--- src/hw/rtl/sov_div.sv ---
// pipelined restoring divider, one quotient bit per stage
// no dependencies; quotient must fit in QB bits
module sov_div #(
  parameter int NW = 52,
  parameter int DW = 34,
  parameter int QB = 17
) (
  input  logic          clk,
  input  logic          en,
  input  logic [NW-1:0] num,
  input  logic [DW-1:0] den,
  output logic [QB-1:0] quo
);

  logic [DW-1:0] rem_r [QB];
  logic [QB-1:0] low_r [QB];
  logic [QB-1:0] quo_r [QB];
  logic [DW-1:0] den_r [QB];

  for (genvar i = 0; i < QB; i++) begin : g_stage
    logic [DW-1:0] rem_p;
    logic [QB-1:0] low_p;
    logic [QB-1:0] quo_p;
    logic [DW-1:0] den_p;
    logic [DW:0]   trial;
    logic          qbit;

    if (i == 0) begin : g_first
      assign rem_p = num[QB+DW-1:QB];
      assign low_p = num[QB-1:0];
      assign quo_p = '0;
      assign den_p = den;
    end else begin : g_next
      assign rem_p = rem_r[i-1];
      assign low_p = low_r[i-1];
      assign quo_p = quo_r[i-1];
      assign den_p = den_r[i-1];
    end

    assign trial = {rem_p, low_p[QB-1]};
    assign qbit  = (trial >= {1'b0, den_p});

    always_ff @(posedge clk) begin
      if (en) begin
        rem_r[i] <= qbit ? DW'(trial - {1'b0, den_p}) : DW'(trial);
        low_r[i] <= {low_p[QB-2:0], 1'b0};
        quo_r[i] <= {quo_p[QB-2:0], qbit};
        den_r[i] <= den_p;
      end
    end
  end

  assign quo = quo_r[QB-1];

endmodule

--- config.mk ---
export PLATFORM = sky130hd
export DESIGN_NAME = sov_div
export DESIGN_NICKNAME = d
export VERILOG_FILES = /design/src/hw/rtl/sov_div.sv
export SDC_FILE = /design/constraint.sdc
export NUM_CORES = 2
export LEC_CHECK = 0
export BUFFER_PORTS_ARGS = -buffer_cell sky130_fd_sc_hd__buf_2
export CAP_MARGIN = 0
export CORE_MARGIN = 1.5
export CORE_UTILIZATION = 50
export DETAILED_ROUTE_END_ITERATION = 8
export GPL_ROUTABILITY_DRIVEN = 1
export GPL_TIMING_DRIVEN = 0
export PLACE_DENSITY = 0.66
export RECOVER_POWER = 50
export SYNTH_ARGS = -nofsm -noshare
export SYNTH_HDL_FRONTEND = slang
export SYNTH_SLANG_ARGS = --single-unit
--- constraint.sdc ---
create_clock -name clk -period 5.3 [get_ports clk]
set_input_delay 1.06 -clock clk [delete_from_list [all_inputs] [get_ports clk]]
set_output_delay 1.06 -clock clk [all_outputs]
set_load 0.05 [all_outputs]
* After elaboration in Yosys (flattened, before gate mapping)
Memory sizes are Yosys's and may differ from the RTL's.
Cells that the tools add are included.
** Storage, ports and cells
- Register bits :: 0
- Output and inout port bits :: 17
- Bits in latches :: 0
- Memory bits (writable) :: 1717
- Memories kept :: 4
- Memory bits (read-only) :: 0
- Word-level logic and storage cells :: 57
** Memory list
- den_r :: words 17, bits a word 34, rd ports 16, clocked after Yosys merged registers in 0, wr ports 17, line 18 : logic [DW-1:0] den_r [QB];
- rem_r :: words 17, bits a word 34, rd ports 16, clocked after Yosys merged registers in 0, wr ports 17, line 15 : logic [DW-1:0] rem_r [QB];
- quo_r :: words 17, bits a word 17, rd ports 17, clocked after Yosys merged registers in 0, wr ports 17, line 17 : logic [QB-1:0] quo_r [QB];
- low_r :: words 17, bits a word 16, rd ports 16, clocked after Yosys merged registers in 0, wr ports 17, line 16 : logic [QB-1:0] low_r [QB];
** Operators by class
- $add $sub $neg :: 17
- Multiply operators :: 0
- Shift operators :: 0
- Equal/unequal tests :: 0
- Mux-type cells :: 19
- Divide/modulo/power cells :: 0
- Order comparisons :: 17
- Reduce and logical (&&, ||, !) cells :: 0
- Bitwise logic cells :: 0
** Operators by type and width (number)
- greater-or-equal comparator 35 x 34 -> 1 bit :: 17
- two-way mux 34 bit :: 17
- subtractor 34 bit :: 17
- two-way mux 1 bit :: 2

* Longest topological paths before layout
An unclocked memory read counts as a cell.
- Depth in word-level cells :: 3
- Depth in mapped cells :: 15

* Worst setup path after synthesis
Ideal clock, no wire load.
- Path type :: input -> register
- Start :: input num[16]
- End :: memory rem_r[0][26], data pin
- Setup slack :: 1502 ps
- Path buffers :: 0
- Stages :: 14
- Arrival :: 3538 ps
- Cell sequence :: inv_1 ha_1 inv_1 fa_1 a21o_1 a21oi_1 o21a_1 o311ai_0 a32o_1 o21ai_0 o21ai_0 a21oi_1 xnor2_1 mux2_2
** RTL lines
- start, declared :: line 10 : input logic [NW-1:0] num,
- end, declared :: line 15

==> flow_summary.toml <==
[yosys]
synth-simple-area-share_pct = 9.018
synth_area_per_cell_um2 = 11.21
postSynthCellCount = 6974
synthMuxAreaShare_pct = 3.132
synth_compound_area_share_pct = 15.43
synth_warnings = 0
ys_types = 97
synth_xor_area_share_pct = 5.333
netlist_area_um2 = 78180
synth_top_family_by_area = "compound AO/OA/AOI/OAI gates"
postSynth.asyncResetShare_pct = 0
synth-seq-area-share_pct = 52.89
synthAdderAreaFrac_pct = 9.660
ys.flop_type = "edfxtp_1"
synth_edf_count = 1377
syn_nets = 7656
ys_ff_latch = 1377

[routing]
final_antenna_net_count = 0
route.met3.wl_um = 9080
drt-initial-drc-count = 4551
wirelength_um = 190600
dr_total_vias = 53790
drtPass1Iterations = 6
wl_met1_um = 83180
vias_per_cell = 5.721
drcViolationCount = 0
maxUsedRoutingLayer = "met4"
wl_met2_um = 93000
wire_per_inst_um = 20.27

[power_and_ir_drop]
switching_share_pct = 39.26
peakVddDrop_mv = 0.3854
pwr-share-seq_pct = 33.9
p_comb_share_pct = 46.6
power.density_nw_per_um2 = 614.5
leakage_nw = 35.44
p_sw_w = 0.02082
p_int_w = 0.03222
p_clk_share_pct = 19.5

[timing]
slew_headroom_pct = -183.8
fmax_mhz = 206.5
hold_violations = 0
setup_violations = 0
worst_pin_slew_ns = 4.258
grt_setup_unrepaired = "false"
slew_violations = 356
fin_crit_sh_pct = 91.38
fin_ws_ns = 0.4569
fin_crit_ns = 4.843
final.setup_skew_ns = 0.03285
fin_setup_tns_ns = 0

[clock_network]
worstSkewPairLatency_ns = 0.79
ctsRootBufferMaster = "clkbuf_16"
clockBufferDepth = 3
clock_sinks = 1377
cts_resized = 0
cts_buffers = 150
hold_buffers = 0
cts_setup_buffers = 0
h-tree-depth = 4
cts_tree = "done"
clkTransAtPathRegs_ns = 0.06

[layout]
final_cells = 9403
multi_input_area_um2 = 33280
syn2layout_area_growth_pct = 10.40
layout_common_cells = "edfxtp_1, inv_1, a21oi_1"
drive_gt1_share_pct = 8.411
fillers = 13190
seq_area_um2 = 41350
fin_nets = 7919
final_common_cell = "edfxtp_1"
design_area_um2 = 86310
final_core_util_pct = 55.83
n_antenna_cell = 0

[run]
drv_cap = 2

[grt]
first_global_vias = 51390
overflow = 0
antenna_found_initial = 1
grt_pass1_wl_um = 293000
track_usage_pct = 23.76
grt_max_degree = 193

[worst_setup_path]
crit_path_frequent_cell = "o21ai_0"
timing.rr.start = "den_r[0][375]$_DFFE_PP_"
worstPathRequired_ns = 5.73
crit_path_start_kind = "flip-flop"
critPathSlowestCell = "clkbuf_1"
criticalPathCategory = "flip-flop to flip-flop"
path_cells = "inv_1, ha_1, nor2b_1, o31a_1, o21ai_0, nand2b_1, a31oi_1, a211o_1, a21oi_1, a41oi_1, buf_2, clkbuf_1, o21ai_0"
crit_fanout = 10
critical-path-max-stage-delay_ns = 0.57
endpoint_kind = "flip-flop"
startpoint = "den_r[0][375]$_DFFE_PP_"
arrival_ns = 5.27

[die]
die-area_um2 = 158700
die_h_um = 398.4
io_pins = 105
start_util_pct = 50.57
fp.dieW_um = 398.4
std_cell_rows = 144
core_um2 = 154600

[placement]
place_area_um2 = 81490
gp_congestion = 0.9353
hpwlAfterDp_um = 146100
portBuffers = 103
dp_cells = 9129
dp_slack_ns = 0.4098

[run_status]
violations = "capacitance limit, slew limit"
run_status = "finished, violations left"

[hold_path]
hold_start = "quo_r[6][0]$_DFFE_PP_"
hp-class = "flip-flop to flip-flop"
-- cell type report --
class | instances | area share, %
Buffer | 197 | 0.9510
Clock buffer | 166 | 4.443
Clock inverter | 108 | 1.242
Inverter | 726 | 3.157
Multi-Input combinational cell | 4674 | 38.56
Sequential cell | 1377 | 47.91
Tap cell | 2044 | 2.963
Timing Repair Buffer | 111 | 0.7698
-- flip-flops by register name (all words and copies together), names as in the netlist --
| name | count |
|---|---|
| den_r | 544 |
| low_r | 136 |
| quo_r | 153 |
| rem_r | 544 |
-- power groups by stage --
stage	combinational (W)	clock [W]	sequential, W
floorplan	0.0184	0	0.0172
global placement	0.0241	0	0.0186
detailed placement	0.0244	0	0.0182
CTS	0.0246	0.0106	0.0180
global route	0.0274	0.0110	0.0182
finish	0.0247	0.0103	0.0180
-- cells in the mapped netlist, types with 12 or more instances --
library cell,count,share of area [%]
a21o_1,304,2.9
or3_1,15,0.12
nor3b_1,12,0.12
a211oi_1,56,0.54
edfxtp_1,1377,53
o31a_1,12,0.13
nand3_1,117,0.75
buf_1,15,0.072
xnor2_1,267,3.0
o21bai_1,44,0.42
a31o_2,22,0.25
inv_1,725,3.5
a311oi_1,12,0.13
nand3b_1,16,0.15
nor4_1,20,0.16
buf_2,47,0.30
a221oi_1,23,0.26
and4_1,21,0.24
clkbuf_1,132,0.63
o21a_1,61,0.59
nor2_1,407,2.0
nor3_1,63,0.40
o31ai_1,48,0.46
a21oi_1,619,4.0
o221ai_1,15,0.17
xor2_1,209,2.3
o21ai_0,443,2.8
or2_2,20,0.16
nand4_1,89,0.71
a31oi_1,62,0.50
fa_1,16,0.41
and2_1,24,0.19
a21boi_0,13,0.12
nand2b_1,66,0.53
mux2_2,164,2.4
and3_1,73,0.58
ha_1,578,9.3
o21ai_1,14,0.090
nand2_1,441,2.1
a211o_1,14,0.16
mux2_4,26,0.50
nor2b_1,71,0.57
o211ai_1,28,0.27
-- cell families after synthesis --
group	Yosys count
muxes	210
and+or+nand+nor	1478
buffers and inverters	923
adders and majority gates	594
DFF	1377
xor gates and xnor gates	476
AOI/OAI and AO/OA	1916
-- metrics by stage --
stage	power, W	hold slack [ns]
final	0.05304	0.4089
after global routing	0.05660	0.4075
after CTS	0.05318	0.3827
after detailed placement	0.04258	0.4045
after global placement	0.04276	0.4004
after floorplan	0.03564	0.4003
-- path summary, 6_finish.rpt --
kind	to	cells past startpoint	slack [ns]
max reg2reg	rem_r[0][408]$_DFFE_PP_	13	0.46
max	rem_r[0][408]$_DFFE_PP_	13	0.46
min reg2reg	quo_r[7][1]$_DFFE_PP_	0	0.41
min	quo_r[7][1]$_DFFE_PP_	0	0.41
-- critical path: cells and delay by family (launching register included) --
kind                     cells  cell delay (ns)
buffers and inverters        3             1.03
AND/OR/NAND/NOR              2             0.32
flip-flops                   1             0.50
adder cells (fa/ha/maj)      1             0.30
AO/OA/AOI/OAI                7             2.34
-- metal layers --
layer	global-route usage [%]	vias to the layer above
li1	-	26210
met2	40.81	1388
met4	6.960	0
met1	31.32	25900
met5	0	-
met3	3.220	298
No activity file was read; power rests on OpenSTA's default activity.
