**src/hw/rtl/sov_pkg.sv**
```systemverilog
// shared types and constants of the segment overlap vector block
// no dependencies
package sov_pkg;

  // result words are this many bits wider than one coordinate
  localparam int OUT_EXTRA = 3;

  // per-item flags that travel alongside the divider
  typedef struct packed {
    logic ovl;     // projection of b overlaps a
    logic neg_ux;  // sign of first candidate x
    logic neg_uy;  // sign of first candidate y
    logic neg_vx;  // sign of second candidate x
    logic neg_vy;  // sign of second candidate y
  } sov_flags_t;

endpackage

```
**src/hw/rtl/sov_back.sv**
```systemverilog
// back end: sign restore, squared lengths, pick of the shorter vector
// depends on sov_pkg
module sov_back #(
  parameter int QB = 17,
  parameter int OW = 19
) (
  input  logic                 clk,
  input  logic                 en,
  input  logic [QB-1:0]        q_ux,
  input  logic [QB-1:0]        q_uy,
  input  logic [QB-1:0]        q_vx,
  input  logic [QB-1:0]        q_vy,
  input  sov_pkg::sov_flags_t  flags,
  output logic                 overlaps,
  output logic signed [OW-1:0] push_x,
  output logic signed [OW-1:0] push_y
);
  import sov_pkg::*;

  localparam int SW = QB + 1;
  localparam int LW = 2 * SW + 1;

  logic signed [SW-1:0]   ux_r, uy_r, vx_r, vy_r;
  logic signed [SW-1:0]   ux2_r, uy2_r, vx2_r, vy2_r;
  logic signed [2*SW-1:0] sux_r, suy_r, svx_r, svy_r;
  logic                   ovl1_r, ovl2_r;
  logic signed [LW-1:0]   len_u, len_v;
  logic                   pick_v;
  logic                   ovl_r;
  logic signed [OW-1:0]   px_r, py_r;

  function automatic logic signed [SW-1:0] apply_sign(logic [QB-1:0] m, logic neg);
    logic signed [SW-1:0] s;
    s = $signed({1'b0, m});
    return neg ? -s : s;
  endfunction

  assign len_u  = LW'(sux_r) + LW'(suy_r);
  assign len_v  = LW'(svx_r) + LW'(svy_r);
  assign pick_v = (len_v < len_u);

  always_ff @(posedge clk) begin
    if (en) begin
      ux_r   <= apply_sign(q_ux, flags.neg_ux);
      uy_r   <= apply_sign(q_uy, flags.neg_uy);
      vx_r   <= apply_sign(q_vx, flags.neg_vx);
      vy_r   <= apply_sign(q_vy, flags.neg_vy);
      ovl1_r <= flags.ovl;
      sux_r  <= ux_r * ux_r;
      suy_r  <= uy_r * uy_r;
      svx_r  <= vx_r * vx_r;
      svy_r  <= vy_r * vy_r;
      ux2_r  <= ux_r;
      uy2_r  <= uy_r;
      vx2_r  <= vx_r;
      vy2_r  <= vy_r;
      ovl2_r <= ovl1_r;
      // projection is never longer than its source vector, so it always fits
      ovl_r  <= ovl2_r;
      if (!ovl2_r) begin
        px_r <= '0;
        py_r <= '0;
      end else if (pick_v) begin
        px_r <= OW'(vx2_r);
        py_r <= OW'(vy2_r);
      end else begin
        px_r <= OW'(ux2_r);
        py_r <= OW'(uy2_r);
      end
    end
  end

  assign overlaps = ovl_r;
  assign push_x   = px_r;
  assign push_y   = py_r;

endmodule

```
**config.mk**
```make
export PLATFORM = sky130hd
export DESIGN_NAME = sov_back
export DESIGN_NICKNAME = d
export VERILOG_FILES = /design/src/hw/rtl/sov_pkg.sv /design/src/hw/rtl/sov_back.sv
export SDC_FILE = /design/constraint.sdc
export NUM_CORES = 2
export LEC_CHECK = 0
export ABC_AREA = 1
export BUFFER_PORTS_ARGS = -buffer_cell sky130_fd_sc_hd__clkbuf_2
export CAP_MARGIN = 15
export CORE_ASPECT_RATIO = 2
export CORE_MARGIN = 2
export CORE_UTILIZATION = 45
export DETAILED_ROUTE_END_ITERATION = 10
export PLACE_DENSITY = 0.65
export SLEW_MARGIN = 25
export SYNTH_ARGS = -nofsm -noshare
export SYNTH_HDL_FRONTEND = slang
export SYNTH_SLANG_ARGS = --single-unit
```
**constraint.sdc**
```tcl
create_clock -name clk -period 8.3 [get_ports clk]
set_input_delay 0 -clock clk [delete_from_list [all_inputs] [get_ports clk]]
set_output_delay 0 -clock clk [all_outputs]
set_load 0.01 [all_outputs]
```
# Yosys cells after proc, flatten, opt, wreduce, memory -nomap -nowiden
# Cells that the tools add are included.
dict set report classes {
  n_addsub 6
  multipliers 4
  order_cmp 1
  n_mux 6
}
# operator n
set ops {}
lappend ops {{multiplier 18 x 18 -> 36 bit} 4}
lappend ops {{adder 36 x 36 -> 37 bit} 2}
lappend ops {{negator 17 -> 18 bit} 4}
lappend ops {{2-to-1 mux 17 bit} 4}
lappend ops {{2-to-1 mux 19 bit} 2}
lappend ops {{less-than comparator 37 bit} 1}
dict set report totals {
  regBits 329
  output_inout_bits 39
  wordCells 38
}

# Longest topological paths before layout
dict set report depth {
  ltp_word 3
  mapped_depth 29
  depth_no_buf 28
}

# Worst setup path after synthesis
# No wires, ideal clock.
dict set report synth_path {
  path_kind {reg-to-reg}
  from {reg vy_r[5]}
  to {reg svy_r[35] (data pin)}
  arrival_time_ns 5.625
  slack_ns 2.422
  path_stages_with_launch 24
  synth_period_minus_slack_ns 5.878
  cell_sequence {edfxtp_1 clkbuf_1 clkbuf_1 nand2_1 fa_1 inv_1 fa_1 fa_1 fa_1 fa_1 inv_1 fa_1 inv_1 ha_1 nand2_1 nor2_1 inv_1 nor2_1 inv_1 or2_2 nand3_1 nand2_1 inv_1 nor2_1}
}
dict set report synth_between {
  elab_chain_cells 1
}
# item line
set synth_lines {}
lappend synth_lines {{from (decl)} sov_back.sv:23} ;# logic signed [SW-1:0] ux_r, uy_r, vx_r, vy_r;
lappend synth_lines {{from (signal assigned)} sov_back.sv:47} ;# vy_r <= apply_sign(q_vy, flags.neg_vy);
lappend synth_lines {{multiplier 18 x 18 -> 36 bit} sov_back.sv:52} ;# svy_r <= vy_r * vy_r;
lappend synth_lines {{to (signal assigned)} sov_back.sv:52}
lappend synth_lines {{to (decl)} sov_back.sv:25} ;# logic signed [2*SW-1:0] sux_r, suy_r, svx_r, svy_r;
# No other way between the ends.
# A chain may end at the register's enable or synchronous reset.

# Worst setup path in the final report
dict set report layout_path {
  from {reg uy_r[17]}
  to {reg suy_r[32] (data pin)}
}
dict set report layout_between {
  elab_chain_cells 1
}
# item line
set layout_lines {}
lappend layout_lines {{from (decl)} sov_back.sv:23}
lappend layout_lines {{from (signal assigned)} sov_back.sv:45} ;# uy_r <= apply_sign(q_uy, flags.neg_uy);
lappend layout_lines {{multiplier 18 x 18 -> 36 bit} sov_back.sv:50} ;# suy_r <= uy_r * uy_r;
lappend layout_lines {{to (signal assigned)} sov_back.sv:50}
lappend layout_lines {{to (decl)} sov_back.sv:25}
# No other way between the ends.

==> impl_summary.txt <==
----------------------------------------------------
[STA]
  Final Setup Violations ... 0
  Tightest Pin Transition ... roughly 1.2 ns
  Shortest clock period the worst path allows after layout ... about 7 ns
  Final clock skew ... around 0.040 ns
  RSZ-0062 raised after global routing ... false
  Achievable frequency ... between 0.1 and 0.15 GHz
  Final Hold Violating Endpoints ... 0
  Worst slew margin relative to its limit ... 22.5%
  Final total negative setup slack ... 0 ns
  Final period utilization ... 84.5%
  Final max-slew violation count ... 0

[Clocking]
  Number of setup buffers added after CTS ... 0
  TritonCTS clock tree ... built
  Clock buffer depth ... 3
  Clock tree sinks ... roughly 320
  Clk pin slew, worst setup/hold paths ... ~0.070 ns
  Level count of the clock H-tree ... 2
  Insertion delay of the later-clocked pin in the worst-skew pair ... around 0.62 ns
  Root Buffer ... sky130_fd_sc_hd__clkbuf_16
  Resized cells post-CTS ... 0
  Hold bufs inserted after CTS ... 113
  TritonCTS Buffers ... 34

[Critical path]
  Startpoint Class ... register
  Crit path max-delay family ... adder cells
  Capturing element type of the critical path ... register
  Data arrival at the endpoint of the critical path ... between 7 and 8 ns
  Critical register-to-register path endpoint ... suy_r[32]
  Highest fanout seen on the critical path ... 25
  Combined buffer and inverter count along the critical path ... 5
  Worst setup startpoint ... uy_r[17]
  Max stage delay cell, worst path ... sky130_fd_sc_hd__edfxtp_1
  Cells traversed along the worst timing path ... inv_1 > or2_2 > fa_1 > inv_1 > fa_1 > fa_1 > fa_1 > fa_1 > inv_1 > fa_1 > inv_1 > ha_1 > a21oi_1 > inv_1 > a31oi_1 > o21ai_0 > a21oi_1 > nand2_1 > nand2_1 > nand2_1
  Worst R2R Start ... uy_r[17]
  CP max stage delay ... roughly 1.0 ns
  Worst Path Class, Setup ... reg -> reg
  Most frequent cell on the critical path ... sky130_fd_sc_hd__fa_1
  Worst-case reg-to-reg path depth ... 20
  Data required time at the worst endpoint ... between 8 and 9 ns
  FF-to-FF setup slack ... 1.29 ns

[Logic synthesis]
  Post-synthesis sequential area ratio ... 15.4%
  Top-count cell post-synth ... sky130_fd_sc_hd__inv_1
  Number of synthesized flops with an enable pin ... approximately 320
  Nets in the synthesized netlist ... just under 9000
  Largest cells by area after synthesis ... sky130_fd_sc_hd__fa_1, sky130_fd_sc_hd__edfxtp_1, sky130_fd_sc_hd__inv_1
  Share of flip-flops with an asynchronous set or reset ... 0%
  Top cell type by total area after synthesis ... sky130_fd_sc_hd__fa_1
  Unique cell type count in the Yosys netlist ... 43
  Yosys warning total ... 0
  Post-Synthesis Mean Instance Area ... a little under 9 sq um
  Cell count after synthesis ... between 7000 and 8000
  Post-synth top flop ... sky130_fd_sc_hd__edfxtp_1
  Share of the synthesized area in the top cell type ... between 30% and 40%
  Post-Syn Area ... just over 0.06 sq mm
  Number of flip-flops and latches in the synthesized netlist ... between 300 and 400
  Synth top cells by count ... sky130_fd_sc_hd__inv_1, sky130_fd_sc_hd__nand2_1, sky130_fd_sc_hd__fa_1

[Worst hold path]
  Start point of the worst min-delay path ... q_uy[1]
  Cell count of the worst hold path ... 3
  Path class of the lowest-slack min-delay path ... in -> reg
  Terminating pin of the worst hold path ... uy_r[1]

[Routing]
  Routed vias ... 46700
  Routed wirelength normalized by instance count ... between 15 and 20 microns
  Iteration-0 DRC count of the detailed router ... between 2000 and 2500
  Number of iterations in the first detailed-routing pass ... 5
  Total wire length after detailed routing ... roughly 180000 microns
  Drc violations ... 0
  Mean number of vias per cell ... a little over 5
  Post-route antenna net violation count ... 0

[Finish]
  Share of post-route cells with drive strength above 1 ... under 10%
  Number of nets in the layout ... 9077
  P&R area growth vs syn ... 7.76%
  Number of fillers in the final layout ... approximately 13000
  Footprint of the multi-input gates ... roughly 0.044 sq mm
  Sequential cell area in the final layout ... 0.00958 sq mm

[Floorplan]
  Core area ... 0.138 sq mm
  Die Outline Area ... approximately 0.14 sq mm
  Vertical die dimension ... approximately 530 microns
  Core Rows ... a little under 200
  IO Count ... approximately 110
  Die width ... ~270 microns
  Initial Util ... approximately 45%

[GRT]
  Overflow left after global routing ... 0
  Pin count of the biggest net entering global routing ... 120
  Total routing usage reported by global routing ... between 20% and 30%
  First-pass GRT wire length ... roughly 280000 microns
  Antenna violations before repair ... 2
  Number of global-route vias before repair ... between 50000 and 60000

[Placed design]
  Half-perimeter wire length of the detailed placement result ... roughly 150000 microns
  RePlAce Congestion ... ~0.96
  Total of buffers placed on input and output ports ... about 110

[Flow run]
  Reported max-cap violation count ... 0

[Run status]
  Result of the run ... finished, final reports clean

----------------------------------------------------
==> tightest hold or removal path, cell delays in order <==
cell	delay [ns]
sky130_fd_sc_hd__clkbuf_2	0.14
sky130_fd_sc_hd__inv_1	0.12
sky130_fd_sc_hd__o21ai_0	0.15
==> cell families after synthesis <==
| group | count (synthesis) | share of synthesized area (%) |
|---|---|---|
| xor+xnor | 309 | 4.34 |
| fa+ha+maj | 1715 | 48.5 |
| compound gates | 592 | 5.46 |
| flops | 319 | 15.4 |
| simple gates | 1935 | 12.5 |
| buf+inv | 2291 | 13.9 |
==> metrics by stage <==
stage | cells | setup slack (ns) | hold WS [ns] | utilization, % | area (sq um)
global placement | 8987 | 1.34 | 0.203 | 47.0 | 64800
global route | 9163 | 0.919 | 0.0736 | 48.8 | 67200
finish | 9163 | 1.29 | 0.0351 | 48.8 | 67200
CTS | 9159 | 1.26 | 0.00834 | 48.7 | 67200
floorplan | 7161 | 2.42 | 0.0989 | - | 62400
detailed placement | 8987 | 1.31 | 0.210 | 47.0 | 64800
==> cell type report <==
cell class / count / area share [%]
tap: 1852 / 3.45
timing repair buffer: 258 / 2.97
sequential: 319 / 14.2
multi-input combinational: 4551 / 65.7
clock inverter: 22 / 0.493
clock buffer: 37 / 1.31
inverter: 2123 / 11.9
antenna: 1 / 0.00372
==> worst max-delay path by stage <==
stage / endpoint / cells past startpoint / slack, ns
2_1_floorplan: svy_r[35] / 23 / 2.42
3_3_place_gp: suy_r[33] / 23 / 1.34
3_5_place_dp: suy_r[33] / 23 / 1.31
4_1_cts: suy_r[33] / 23 / 1.26
5_1_grt: suy_r[33] / 22 / 0.92
6_report: suy_r[32] / 20 / 1.29
==> sequential cells by signal (all words and copies together), names as in the netlist, 34 cells and up <==
signal and cells:
sux_r 34, suy_r 34, svx_r 34, svy_r 34
==> cells in the final DEF (no fill, tap or decap), drive strengths merged, types with 9 or more instances in the layout <==
master       count
o21bai          39
edfxtp         319
a21o            47
fa            1171
a31oi           34
a21boi          14
dlygate4sd3    113
o21a            18
clkbuf         149
buf             33
o21ai          162
a31o            12
xnor2           93
inv           2128
nand2         1222
nor2           430
nand4           41
nand3          161
ha             544
or2             25
a21oi          248
nor3            38
xor2           216
nand3b           9
==> routing by layer <==
metal	wire length (microns)	vias up	track usage (%)	share of wire, %
met5	13	-	0	0.0073
met4	17100	2	20.7	9.6
met3	5340	665	1.82	3.0
met2	101000	1254	51.9	57
met1	54600	23300	23.9	31
li1	-	21400	-	-
Power is not shown: default switching activity piles up to over one toggle a cycle in this logic, so the estimate is an artifact.
